## config.mk

```make
export PLATFORM = sky130hd
export DESIGN_NAME = layer_stack_order_table
export DESIGN_NICKNAME = d
export VERILOG_FILES = /design/src/sv/lsot_pkg.sv /design/src/sv/lsot_store.sv /design/src/sv/layer_stack_order_table.sv
export SDC_FILE = /design/constraint.sdc
export NUM_CORES = 2
export LEC_CHECK = 0
export BUFFER_PORTS_ARGS = -buffer_cell sky130_fd_sc_hd__buf_2
export CAP_MARGIN = 20
export CORE_UTILIZATION = 56
export CTS_CLUSTER_SIZE = 8
export DETAILED_ROUTE_END_ITERATION = 7
export GPL_ROUTABILITY_DRIVEN = 0
export MAX_ROUTING_LAYER = met4
export PLACE_DENSITY = 0.76
export SYNTH_ARGS = -nofsm -noshare
export SYNTH_HDL_FRONTEND = slang
export SYNTH_SLANG_ARGS = --single-unit
```

## constraint.sdc

```tcl
create_clock -name clk -period 20.7 [get_ports clk]
set_input_delay 4.14 -clock clk [delete_from_list [all_inputs] [get_ports clk]]
set_output_delay 4.14 -clock clk [all_outputs]
set_load 0.1 [all_outputs]
```

## src/sv/lsot_pkg.sv

```systemverilog
`default_nettype none
package lsot_pkg;

    localparam int MAX_LAYERS_DEF = 16;

    typedef enum logic [2:0] {
        CMD_UPSERT    = 3'd0,
        CMD_REMOVE    = 3'd1,
        CMD_ABOVE     = 3'd2,
        CMD_BELOW     = 3'd3,
        CMD_SET_LOCAL = 3'd4,
        CMD_READ      = 3'd5
    } cmd_code_t;

    typedef enum logic [2:0] {
        ST_DONE      = 3'd0,
        ST_REPLACED  = 3'd1,
        ST_NOT_FOUND = 3'd2,
        ST_NO_CHANGE = 3'd3,
        ST_FULL      = 3'd4
    } status_code_t;

    typedef enum logic [2:0] {
        S_IDLE,
        S_SCAN,
        S_DECIDE,
        S_MOVE,
        S_RESP
    } seq_state_t;

    typedef struct packed {
        logic [31:0]        id;
        logic [31:0]        parent;
        logic signed [15:0] ax;
        logic signed [15:0] ay;
        logic signed [15:0] lx;
        logic signed [15:0] ly;
        logic [13:0]        w;
        logic [13:0]        h;
        logic               ext;
    } layer_rec_t;

    typedef struct packed {
        logic [2:0]         command;
        logic [31:0]        surface_id;
        logic [31:0]        sibling_id;
        logic [31:0]        parent_window;
        logic signed [15:0] pos_x;
        logic signed [15:0] pos_y;
        logic signed [15:0] local_x;
        logic signed [15:0] local_y;
        logic [13:0]        width;
        logic [13:0]        height;
        logic               is_external;
        logic [3:0]         slot_index;
    } cmd_beat_t;

    typedef struct packed {
        logic [2:0]         status;
        logic               slot_valid;
        logic [31:0]        slot_surface;
        logic [31:0]        slot_parent;
        logic signed [15:0] slot_x;
        logic signed [15:0] slot_y;
        logic signed [15:0] slot_local_x;
        logic signed [15:0] slot_local_y;
        logic [13:0]        slot_width;
        logic [13:0]        slot_height;
        logic               slot_external;
        logic [4:0]         layer_count;
    } rsp_beat_t;

endpackage
`default_nettype wire

```

## src/sv/lsot_store.sv

```systemverilog
`default_nettype none
module lsot_store
    import lsot_pkg::*;
#(
    parameter int MAX_LAYERS = MAX_LAYERS_DEF,
    localparam int IW = $clog2(MAX_LAYERS)
) (
    input  wire logic          clk,
    input  wire logic          we,
    input  wire logic [IW-1:0] waddr,
    input  wire layer_rec_t    wdata,
    input  wire logic [IW-1:0] raddr,
    output layer_rec_t         rdata
);

    layer_rec_t mem [MAX_LAYERS];
    layer_rec_t rdata_reg;

    always_ff @(posedge clk)
    begin
        if (we)
        begin
            mem[waddr] <= wdata;
        end
        rdata_reg <= mem[raddr];
    end

    assign rdata = rdata_reg;

endmodule
`default_nettype wire

```

## src/sv/layer_stack_order_table.sv

```systemverilog
// A command beat is scanned against the stored entries, N the entry count
// (one slot compared per cycle); remove and place then shift up to N slots in S_MOVE.
// Throughput: one command at a time; the next beat is taken the cycle after
// the result beat is accepted.
// The key compare and the slot shift share the table's single read port.
// Reset: asynchronous, active low; clears the entry count and the sequencer, not the table.
`default_nettype none
module layer_stack_order_table
    import lsot_pkg::*;
#(
    parameter int MAX_LAYERS = MAX_LAYERS_DEF
) (
    input  wire logic clk,
    input  wire logic rst_n,
    input  wire logic cmd_valid,
    output logic      cmd_stall,
    input  wire cmd_beat_t cmd,
    output logic      rsp_valid,
    input  wire logic rsp_stall,
    output rsp_beat_t rsp
);

    localparam int IW = $clog2(MAX_LAYERS);
    localparam int CW = $clog2(MAX_LAYERS + 1);
    localparam int XW = (CW > 4) ? CW : 4;

    seq_state_t state_reg, state_next;
    logic [CW-1:0] count_reg, count_next;
    logic [IW-1:0] scan_reg, scan_next;
    logic          m_found_reg, m_found_next, s_found_reg, s_found_next;
    logic [IW-1:0] m_reg, m_next, s_reg, s_next;
    logic [IW-1:0] cur_reg, cur_next, to_reg, to_next;
    layer_rec_t    held_reg, held_next;
    cmd_beat_t     cmd_reg, cmd_next;
    rsp_beat_t     rsp_reg, rsp_next;

    logic          we;
    logic [IW-1:0] waddr, raddr;
    layer_rec_t    wdata, rdata, new_rec;
    logic          hit_m, hit_s, scan_last;
    logic [IW:0]   m_w, s_w, k_w;
    logic          is_place;

    lsot_store #(.MAX_LAYERS(MAX_LAYERS)) u_store (
        .clk   (clk),
        .we    (we),
        .waddr (waddr),
        .wdata (wdata),
        .raddr (raddr),
        .rdata (rdata)
    );

    always_ff @(posedge clk or negedge rst_n)
    begin
        if (!rst_n)
        begin
            state_reg   <= S_IDLE;
            count_reg   <= '0;
            m_found_reg <= 1'b0;
            s_found_reg <= 1'b0;
        end
        else
        begin
            state_reg   <= state_next;
            count_reg   <= count_next;
            m_found_reg <= m_found_next;
            s_found_reg <= s_found_next;
        end
    end

    always_ff @(posedge clk)
    begin
        scan_reg <= scan_next;
        m_reg    <= m_next;
        s_reg    <= s_next;
        cur_reg  <= cur_next;
        to_reg   <= to_next;
        held_reg <= held_next;
        cmd_reg  <= cmd_next;
        rsp_reg  <= rsp_next;
    end

    assign cmd_stall = (state_reg != S_IDLE);
    assign rsp_valid = (state_reg == S_RESP);
    assign rsp       = rsp_reg;

    assign hit_m     = (rdata.id == cmd_reg.surface_id);
    assign hit_s     = (rdata.id == cmd_reg.sibling_id);
    assign scan_last = ((CW'(scan_reg) + CW'(1)) == count_reg);
    assign m_w       = {1'b0, m_reg};
    assign s_w       = {1'b0, s_reg};
    assign is_place  = (cmd_reg.command == CMD_ABOVE) || (cmd_reg.command == CMD_BELOW);

    always_comb
    begin
        new_rec.id     = cmd_reg.surface_id;
        new_rec.parent = cmd_reg.parent_window;
        new_rec.ax     = cmd_reg.pos_x;
        new_rec.ay     = cmd_reg.pos_y;
        new_rec.lx     = cmd_reg.local_x;
        new_rec.ly     = cmd_reg.local_y;
        new_rec.w      = cmd_reg.width;
        new_rec.h      = cmd_reg.height;
        new_rec.ext    = cmd_reg.is_external;
        if (cmd_reg.command == CMD_ABOVE)
        begin
            k_w = (m_w < s_w) ? s_w : s_w + 1'b1;
        end
        else
        begin
            k_w = (m_w < s_w) ? s_w - 1'b1 : s_w;
        end
    end

    always_comb
    begin
        state_next   = state_reg;
        count_next   = count_reg;
        scan_next    = scan_reg;
        m_found_next = m_found_reg;
        s_found_next = s_found_reg;
        m_next       = m_reg;
        s_next       = s_reg;
        cur_next     = cur_reg;
        to_next      = to_reg;
        held_next    = held_reg;
        cmd_next     = cmd_reg;
        rsp_next     = rsp_reg;
        we           = 1'b0;
        waddr        = cur_reg;
        wdata        = rdata;
        raddr        = scan_reg;

        unique case (state_reg)
            S_IDLE:
            begin
                raddr = '0;
                if (cmd_valid)
                begin
                    cmd_next     = cmd;
                    scan_next    = '0;
                    m_found_next = 1'b0;
                    s_found_next = 1'b0;
                    state_next   = (count_reg == '0) ? S_DECIDE : S_SCAN;
                end
            end
            S_SCAN:
            begin
                if (hit_m && !m_found_reg)
                begin
                    m_found_next = 1'b1;
                    m_next       = scan_reg;
                end
                if (hit_s && !s_found_reg)
                begin
                    s_found_next = 1'b1;
                    s_next       = scan_reg;
                end
                scan_next = scan_reg + 1'b1;
                raddr     = scan_reg + 1'b1;
                if (scan_last)
                begin
                    state_next = S_DECIDE;
                    if (cmd_reg.command == CMD_READ)
                    begin
                        raddr = IW'(cmd_reg.slot_index);
                    end
                    else
                    begin
                        raddr = m_next;
                    end
                end
            end
            S_DECIDE:
            begin
                rsp_next        = '0;
                rsp_next.status = ST_NO_CHANGE;
                held_next       = rdata;
                cur_next        = m_reg;
                state_next      = S_RESP;
                case (cmd_reg.command)
                    CMD_UPSERT:
                    begin
                        if (m_found_reg)
                        begin
                            we              = 1'b1;
                            waddr           = m_reg;
                            wdata           = new_rec;
                            rsp_next.status = ST_REPLACED;
                        end
                        else if (count_reg < CW'(MAX_LAYERS))
                        begin
                            we              = 1'b1;
                            waddr           = IW'(count_reg);
                            wdata           = new_rec;
                            count_next      = count_reg + 1'b1;
                            rsp_next.status = ST_DONE;
                        end
                        else
                        begin
                            rsp_next.status = ST_FULL;
                        end
                    end
                    CMD_REMOVE:
                    begin
                        if (m_found_reg)
                        begin
                            to_next         = IW'(count_reg - 1'b1);
                            count_next      = count_reg - 1'b1;
                            rsp_next.status = ST_DONE;
                            state_next      = S_MOVE;
                        end
                        else
                        begin
                            rsp_next.status = ST_NOT_FOUND;
                        end
                    end
                    CMD_ABOVE, CMD_BELOW:
                    begin
                        if (!m_found_reg || !s_found_reg)
                        begin
                            rsp_next.status = ST_NOT_FOUND;
                        end
                        else if ((m_w == s_w)
                                 || (cmd_reg.command == CMD_ABOVE && m_w == s_w + 1'b1)
                                 || (cmd_reg.command == CMD_BELOW && m_w + 1'b1 == s_w))
                        begin
                            rsp_next.status = ST_NO_CHANGE;
                        end
                        else
                        begin
                            to_next         = k_w[IW-1:0];
                            rsp_next.status = ST_DONE;
                            state_next      = S_MOVE;
                        end
                    end
                    CMD_SET_LOCAL:
                    begin
                        if (m_found_reg)
                        begin
                            we              = 1'b1;
                            waddr           = m_reg;
                            wdata           = rdata;
                            wdata.lx        = cmd_reg.local_x;
                            wdata.ly        = cmd_reg.local_y;
                            rsp_next.status = ST_DONE;
                        end
                        else
                        begin
                            rsp_next.status = ST_NOT_FOUND;
                        end
                    end
                    CMD_READ:
                    begin
                        if (XW'(cmd_reg.slot_index) < XW'(count_reg))
                        begin
                            rsp_next.status        = ST_DONE;
                            rsp_next.slot_valid    = 1'b1;
                            rsp_next.slot_surface  = rdata.id;
                            rsp_next.slot_parent   = rdata.parent;
                            rsp_next.slot_x        = rdata.ax;
                            rsp_next.slot_y        = rdata.ay;
                            rsp_next.slot_local_x  = rdata.lx;
                            rsp_next.slot_local_y  = rdata.ly;
                            rsp_next.slot_width    = rdata.w;
                            rsp_next.slot_height   = rdata.h;
                            rsp_next.slot_external = rdata.ext;
                        end
                        else
                        begin
                            rsp_next.status = ST_NOT_FOUND;
                        end
                    end
                    default:
                    begin
                        rsp_next.status = ST_NO_CHANGE;
                    end
                endcase
                if (to_next > m_reg)
                begin
                    raddr = m_reg + 1'b1;
                end
                else
                begin
                    raddr = m_reg - 1'b1;
                end
                rsp_next.layer_count = 5'(count_next);
            end
            S_MOVE:
            begin
                we    = 1'b1;
                waddr = cur_reg;
                if (cur_reg == to_reg)
                begin
                    wdata      = held_reg;
                    state_next = S_RESP;
                end
                else if (cur_reg < to_reg)
                begin
                    wdata    = rdata;
                    cur_next = cur_reg + 1'b1;
                    raddr    = cur_next + 1'b1;
                end
                else
                begin
                    wdata    = rdata;
                    cur_next = cur_reg - 1'b1;
                    raddr    = cur_next - 1'b1;
                end
            end
            S_RESP:
            begin
                if (!rsp_stall)
                begin
                    state_next = S_IDLE;
                end
            end
            default:
            begin
                state_next = S_IDLE;
            end
        endcase
    end

    a_count_bound: assert property (@(posedge clk) disable iff (!rst_n)
        count_reg <= CW'(MAX_LAYERS))
        else $error("entry count above capacity");

    a_count_step: assert property (@(posedge clk) disable iff (!rst_n)
        (count_reg == $past(count_reg)) || (count_reg == $past(count_reg) + 1'b1)
        || (count_reg + 1'b1 == $past(count_reg)))
        else $error("entry count jumped");

    a_count_only_decide: assert property (@(posedge clk) disable iff (!rst_n)
        (state_reg != S_DECIDE) |=> (count_reg == $past(count_reg)))
        else $error("entry count changed outside decide");

    a_move_place: assert property (@(posedge clk) disable iff (!rst_n)
        (state_reg == S_MOVE) |-> (is_place || cmd_reg.command == CMD_REMOVE))
        else $error("slot shift on a command that moves nothing");

endmodule
`default_nettype wire

```

## Word-level counts from Yosys, hierarchy flattened

Memories as Yosys holds them, arrays and structs flattened. A register that Yosys moved wholly into a read port is not among the register bits.
Index checks and enable logic that the tools add are counted.

- Bits in writable memories: 2512
- Input bits: 200
- Memories: 1
- Register bits: 549

Memory list:

| memory | depth | width | read ports | clocked after memory_dff | write ports | RTL line | RTL |
|---|---|---|---|---|---|---|---|
| u_store.mem | 16 | 157 | 1 | 1 | 1 | lsot_store.sv:16 | `layer_rec_t mem [MAX_LAYERS];` |

- $add $sub $neg: 13
- Equal/unequal tests: 23
- Reductions and logical operators: 25
- $lt $le $gt $ge: 5
- Mux-type cells: 65

Operators with widths:

| kind | count |
|---|---|
| 157-bit one-hot mux with 2 select lines | 2 |
| 157-bit two-way mux | 3 |
| 158-bit two-way mux | 1 |
| 4-bit two-way mux | 20 |
| 32-bit == test | 2 |
| 61-bit two-way mux | 1 |
| 4-bit one-hot mux with 2 select lines | 4 |
| 3-bit two-way mux | 9 |
| 4-bit by 1-bit adder with 4-bit output, second input constant | 4 |
| 4-bit one-hot mux with 4 select lines | 1 |
| 4-bit by 1-bit subtractor with 4-bit output, second input constant | 4 |
| 4-bit by 1-bit adder with 5-bit output, second input constant | 3 |
| 5-bit two-way mux | 3 |
| 3-bit one-hot mux with 5 select lines | 1 |
| 2-bit inequality test, second input constant | 7 |
| 3-bit by 2-bit == test with 1-bit output, second input constant | 4 |
| 3-bit one-hot mux with 4 select lines | 1 |
| 2-bit two-way mux | 5 |
| 5-bit one-hot mux with 2 select lines | 1 |
| 2-bit AND reduction | 5 |
| 3-bit == test, second input constant | 3 |
| 4-bit == test | 2 |
| 4-bit less-than comparator | 2 |
| 1-bit two-way mux | 8 |
| 21 further kinds | 35 |

## Depth between registers and ports, before layout

- Word-level depth: 12
- Gate-level depth with buffers: 30
- Depth with buffers taken out: 26

## Modules after synthesis

From an unflattened synthesis, not the netlist that was laid out.

- Cells, all modules: 5867
- Area, all modules: 121303.8 µm²

Modules (own cells, without submodules):

| module | instances | cells each | sequential area each (µm²) | area an instance (µm²) |
|---|---|---|---|---|
| lsot_store | 1 | 4096 | 78575.4 | 97388.4 |
| layer_stack_order_table | 1 | 1771 | 16435.8 | 23915.4 |

## Least setup slack after synthesis

OpenSTA, ideal clock, no wires.

- Path kind: register -> register
- Start point: reg state_reg[1]
- End point: mem u_store.mem[6][0] (netlist name), enable pin
- Data arrival time: 18.456 ns
- Stages on the path, launching flop included: 12
- Library setup time: 0.676 ns
- Data required time: 20.024 ns
- Slack: 1.568 ns
- Buffers on the path: 3
- Path through: dfrtp_1 -> clkbuf_1 -> or3b_2 -> clkbuf_1 -> inv_1 -> clkbuf_1 -> and3_1 -> a22oi_1 -> o21ai_0 -> a21boi_0 -> nand2_1 -> nor2_1

- Word-level cells in the longest chain between the ends: 4
- Elaborated cells on any way between the ends: 6
- Classes of those cells: eq/ne (2); mux (4)

RTL lines:

| element | RTL line | RTL |
|---|---|---|
| start: declaration | layer_stack_order_table.sv:27 | `seq_state_t state_reg, state_next;` |
| start signal: assignment | layer_stack_order_table.sv:64 | `state_reg <= state_next;` |
| 3-bit by 2-bit == test with 1-bit output | layer_stack_order_table.sv:134 | `unique case (state_reg)` |
| 1-bit one-hot mux with 2 select lines | layer_stack_order_table.sv:134 |  |
| 1-bit two-way mux | lsot_store.sv:21 | `if (we)` |
| 1-bit two-way mux (implied by the code) | lsot_store.sv:23 | `mem[waddr] <= wdata;` |
| end: declaration | lsot_store.sv:16 |  |

Parallel ways exist; a longest one is shown, timed or not.

## Worst setup path after layout

- Start point: reg s_reg[1]
- End point: reg u_store.rdata[38] (netlist name)

- Word-level cells in the longest chain between the ends: 12
- Elaborated cells on any way between the ends: 20
- Classes of those cells: add/sub (2); order compare (2); eq/ne (3); mux (9); reduce/logical (4)

RTL lines:

| element | RTL line | RTL |
|---|---|---|
| start: declaration | layer_stack_order_table.sv:31 | `logic [IW-1:0] m_reg, m_next, s_reg, s_next;` |
| start signal: assignment | layer_stack_order_table.sv:75 | `s_reg <= s_next;` |
| 4-bit by 1-bit adder with 5-bit output | layer_stack_order_table.sv:225 | `\|\| (cmd_reg.command == CMD_ABOVE && m_w == s_w + 1'b1)` |
| 4-bit by 5-bit == test with 1-bit output | layer_stack_order_table.sv:225 |  |
| 1-bit logical AND | layer_stack_order_table.sv:225 |  |
| 1-bit logical OR | layer_stack_order_table.sv:225 |  |
| 1-bit logical OR | layer_stack_order_table.sv:226 | `\|\| (cmd_reg.command == CMD_BELOW && m_w + 1'b1 == s_w))` |
| 4-bit two-way mux (*) | layer_stack_order_table.sv:224 | `else if ((m_w == s_w)` |
| 4-bit two-way mux (*) | layer_stack_order_table.sv:220 | `if (!m_found_reg \|\| !s_found_reg)` |
| 4-bit one-hot mux with 2 select lines (*) | layer_stack_order_table.sv:181 | `case (cmd_reg.command)` |
| 4-bit two-way mux (*) | layer_stack_order_table.sv:134 |  |
| 4-bit greater-than comparator (*) | layer_stack_order_table.sv:279 | `if (to_next > m_reg)` |
| 4-bit two-way mux (*) | layer_stack_order_table.sv:279 |  |
| 4-bit one-hot mux with 4 select lines (*) | layer_stack_order_table.sv:134 |  |

Mark *: on every way between the ends. The rest lies on a longest branch, timed or not. The select of a mux whose other input is x is not followed.
A chain may end at the register's enable or synchronous reset.

==> results.yml <==
outcome:
  status: "complete, no violations"
logic_synthesis:
  yosysTopAreaCell: "edfxtp_1"
  yosysUniqueCellTypes: 72
  seq_area_frac_synth: 0.785
  syn_area_per_cell_um2: 18.2
  yosysTopAreaCellShare: 0.757
  synthTopCellsByArea: "edfxtp_1, mux4_2, dfxtp_1"
  synth_area_um2: 121000
  yosysWarnings: 0
  ys.flop_type: "edfxtp_1"
  syn_nets: 6861
  synth_edf_count: 3051
  ys_ff_latch: 3218
  syn_inst: 6632
  async_flop_share: 0.00311
cells_and_area:
  drive_gt1_frac: 0.187
  largest_reg_flops: 2512
  final_util: 0.647
  synthToLayoutAreaGrowth_pct: 14.8
  nets: 7421
global_route:
  grt_util_met3: 0.0606
  grt_max_degree: 155
  grt_pass1_vias: 67163
  grt_pass1_wl_mm: 452
  grt_util_met1: 0.393
  grt_overflow: 0
  grt_util_all_layers: 0.294
  top_usage_layer: "met2"
  antenna_found_initial: 10
  grt_util_met2: 0.449
route:
  vias: 67293
  first_pass_iters: 7
  wl_mm: 314
  wl_per_cell_um: 30.4
  viasPerCell: 6.51
  drcViolationCount: 0
  first_iter_violations: 10165
  ant_nets: 0
critical_path:
  path_class: "flip-flop to flip-flop"
  reg2reg_setup_slack_ns: 11.90
  path_max_fanout: 65
  cp-endpoint: "u_store.rdata[38]"
  cp.required_ns: 21.48
  r2r-start: "s_reg[1]"
  start_kind: "flip-flop"
  crit_path_start: "s_reg[1]"
  r2r-end: "u_store.rdata[38]"
  cp_data_arrival_time_ns: 9.58
  ff2ff_path_depth: 26
  endpoint_kind: "flip-flop"
cts:
  cts_buffers: 453
  cts_tree: "yes"
  path_clk_slew_ns: 0.05
  cts-hold-fix-buffers: 0
  ctsLongestPathBuffers: 4
  clock_sinks: 3218
  clk_latency_ns: 1.00
  postCtsSetupBuffers: 0
  h-tree-depth: 5
  cts_root_buf: "clkbuf_16"
  ctsResizeCount: 0
floorplan:
  core_um2: 215000
  fp.dieArea_um2: 218000
  rows: 170
  pin_count: 368
  die_x_um: 467
  die_y_um: 467
  initial_core_util: 0.564
timing:
  fmax_ghz: 0.114
  slew_violations: 0
  hold_viol: 0
  worstMarginPinSlew_ns: 1.22
  layout_min_cycle_time_ns: 8.80
  finalCritPeriodShare: 0.425
  setup-violations-final: 0
  slew_headroom: 0.184
  finalClockSkew_ns: 0.0997
  rsz0062_at_grt: "false"
  tns_ns: 0
placed_design:
  port_buffers: 367
  post-dp-hpwl_mm: 152
power_and_ir_drop:
  powerDensity_nw_per_um2: 173
  p_leak_uw: 0.0466
  vdd_ir_drop_max_uv: 193
min_path:
  min_path_type: "flip-flop to flip-flop"
job:
  maxCapViolCount: 0
## layout by cell type (no fill, tap or decap), drive strengths merged, types with 6 or more instances in the layout
| cell type | n |
|---|---|
| edfxtp | 3051 |
| clkbuf | 741 |
| nand2 | 740 |
| buf | 494 |
| nand3 | 357 |
| mux4 | 348 |
| a22oi | 342 |
| mux2i | 213 |
| and2 | 161 |
| dfxtp | 157 |
| a21oi | 94 |
| nor3 | 88 |
| a221oi | 70 |
| nor2 | 67 |
| inv | 65 |
| xor2 | 63 |
| o221ai | 39 |
| a31oi | 38 |
| mux2 | 38 |
| a32o | 37 |
| o2bb2ai | 34 |
| a222oi | 33 |
| xnor2 | 31 |
| o21ai | 29 |
| ha | 28 |
| nor4 | 17 |
| nand2b | 15 |
| diode | 12 |
| dfrtp | 10 |
| nand4 | 8 |
| nor2b | 7 |
| clkinv | 7 |
| o211ai | 6 |
| a21o | 6 |
## cell usage after synthesis (60+ instances only)
cell / n
and2_1: 161
clkbuf_1: 299
a221oi_1: 70
nand2_1: 740
dfxtp_1: 157
mux4_2: 348
edfxtp_1: 3051
nor3_1: 86
xor2_1: 63
inv_1: 60
a22oi_1: 342
nor2_1: 67
mux2i_1: 213
nand3_1: 357
a21oi_1: 94
## worst max-delay path: stages, from the launching register on
cell and delay [ns]:
edfxtp_1 0.52, inv_1 0.12, ha_1 0.36, xor2_1 0.17, nor4_1 0.08, o31ai_1 0.29, nand3_1 0.15, nor2_1 0.34
nor2_1 0.19, a221o_1 0.41, ha_1 0.30, nor2b_1 0.13, o211ai_1 0.09, a21oi_1 0.37, fa_1 0.51, nor2_1 0.12
a21oi_1 0.05, nor2_1 0.12, a221oi_1 0.11, nand2_4 0.65, buf_4 0.78, buf_4 0.86, buf_4 0.87, mux2_2 0.43
a22oi_1 0.16, o2bb2ai_1 0.15, nor3_1 0.06
## report_power, final
| group | switching (uW) | internal [uW] | leakage [uW] |
|---|---|---|---|
| Clock | 2600 | 4050 | 0.00605 |
| Sequential | 428 | 8720 | 0.0291 |
| Combinational | 5550 | 2640 | 0.0115 |
| Total | 8570 | 15400 | 0.0466 |
## layer usage
metal	up-vias	share of wire	routed length [um]
met5	-	0	0
met4	0	0.035	11000
met3	728	0.11	35400
met2	4623	0.48	151000
met1	34355	0.37	117000
li1	27587	-	-
## layout make-up
class,instances,area [um^2]
Clock buffer,741,12500
Timing Repair Buffer,494,2960
Multi-Input combinational cell,2965,24400
Clock inverter,12,179
Antenna cell,12,30.0
Fill cell,13773,75800
Tap cell,2838,3550
Sequential cell,3218,95000
Inverter,60,240
## logic make-up after synthesis
logic type                 count (synthesis)  synth area share
DFF                                     3218             0.785
and+or+nand+nor                         1482            0.0556
AOI/OAI and AO/OA                        761            0.0476
muxes                                    599            0.0860
buffers and inverters                    449            0.0155
xor gates and xnor gates                  94           0.00681
adders and majority gates                 29           0.00306
## worst min path at each step
| stage | from | endpoint | slack (ns) | cells after the start |
|---|---|---|---|---|
| 5_1_grt | u_store.rdata[51] | held_reg[51] | 0.42 | 0 |
| 3_5_place_dp | u_store.rdata[122] | held_reg[122] | 0.44 | 0 |
| 3_3_place_gp | u_store.rdata[112] | held_reg[112] | 0.43 | 0 |
| 4_1_cts | u_store.rdata[51] | held_reg[51] | 0.40 | 0 |
| 6_report | u_store.rdata[51] | held_reg[51] | 0.40 | 0 |
| 2_1_floorplan | u_store.rdata[0] | held_reg[0] | 0.42 | 0 |
## stage by stage
step	setup WS [ns]	hold WS, ns	instances	power, uW	area (um^2)
2_1_floorplan	1.57	0.422	6632	14900	121000
3_3_place_gp	12.27	0.433	9573	17000	126000
3_5_place_dp	12.10	0.435	9573	17200	126000
4_1_cts	11.98	0.397	10326	23900	139000
5_1_grt	11.48	0.421	10337	24800	139000
6_report	11.90	0.399	10340	24000	139000
Note: power is estimated with default switching activity, not from simulation.
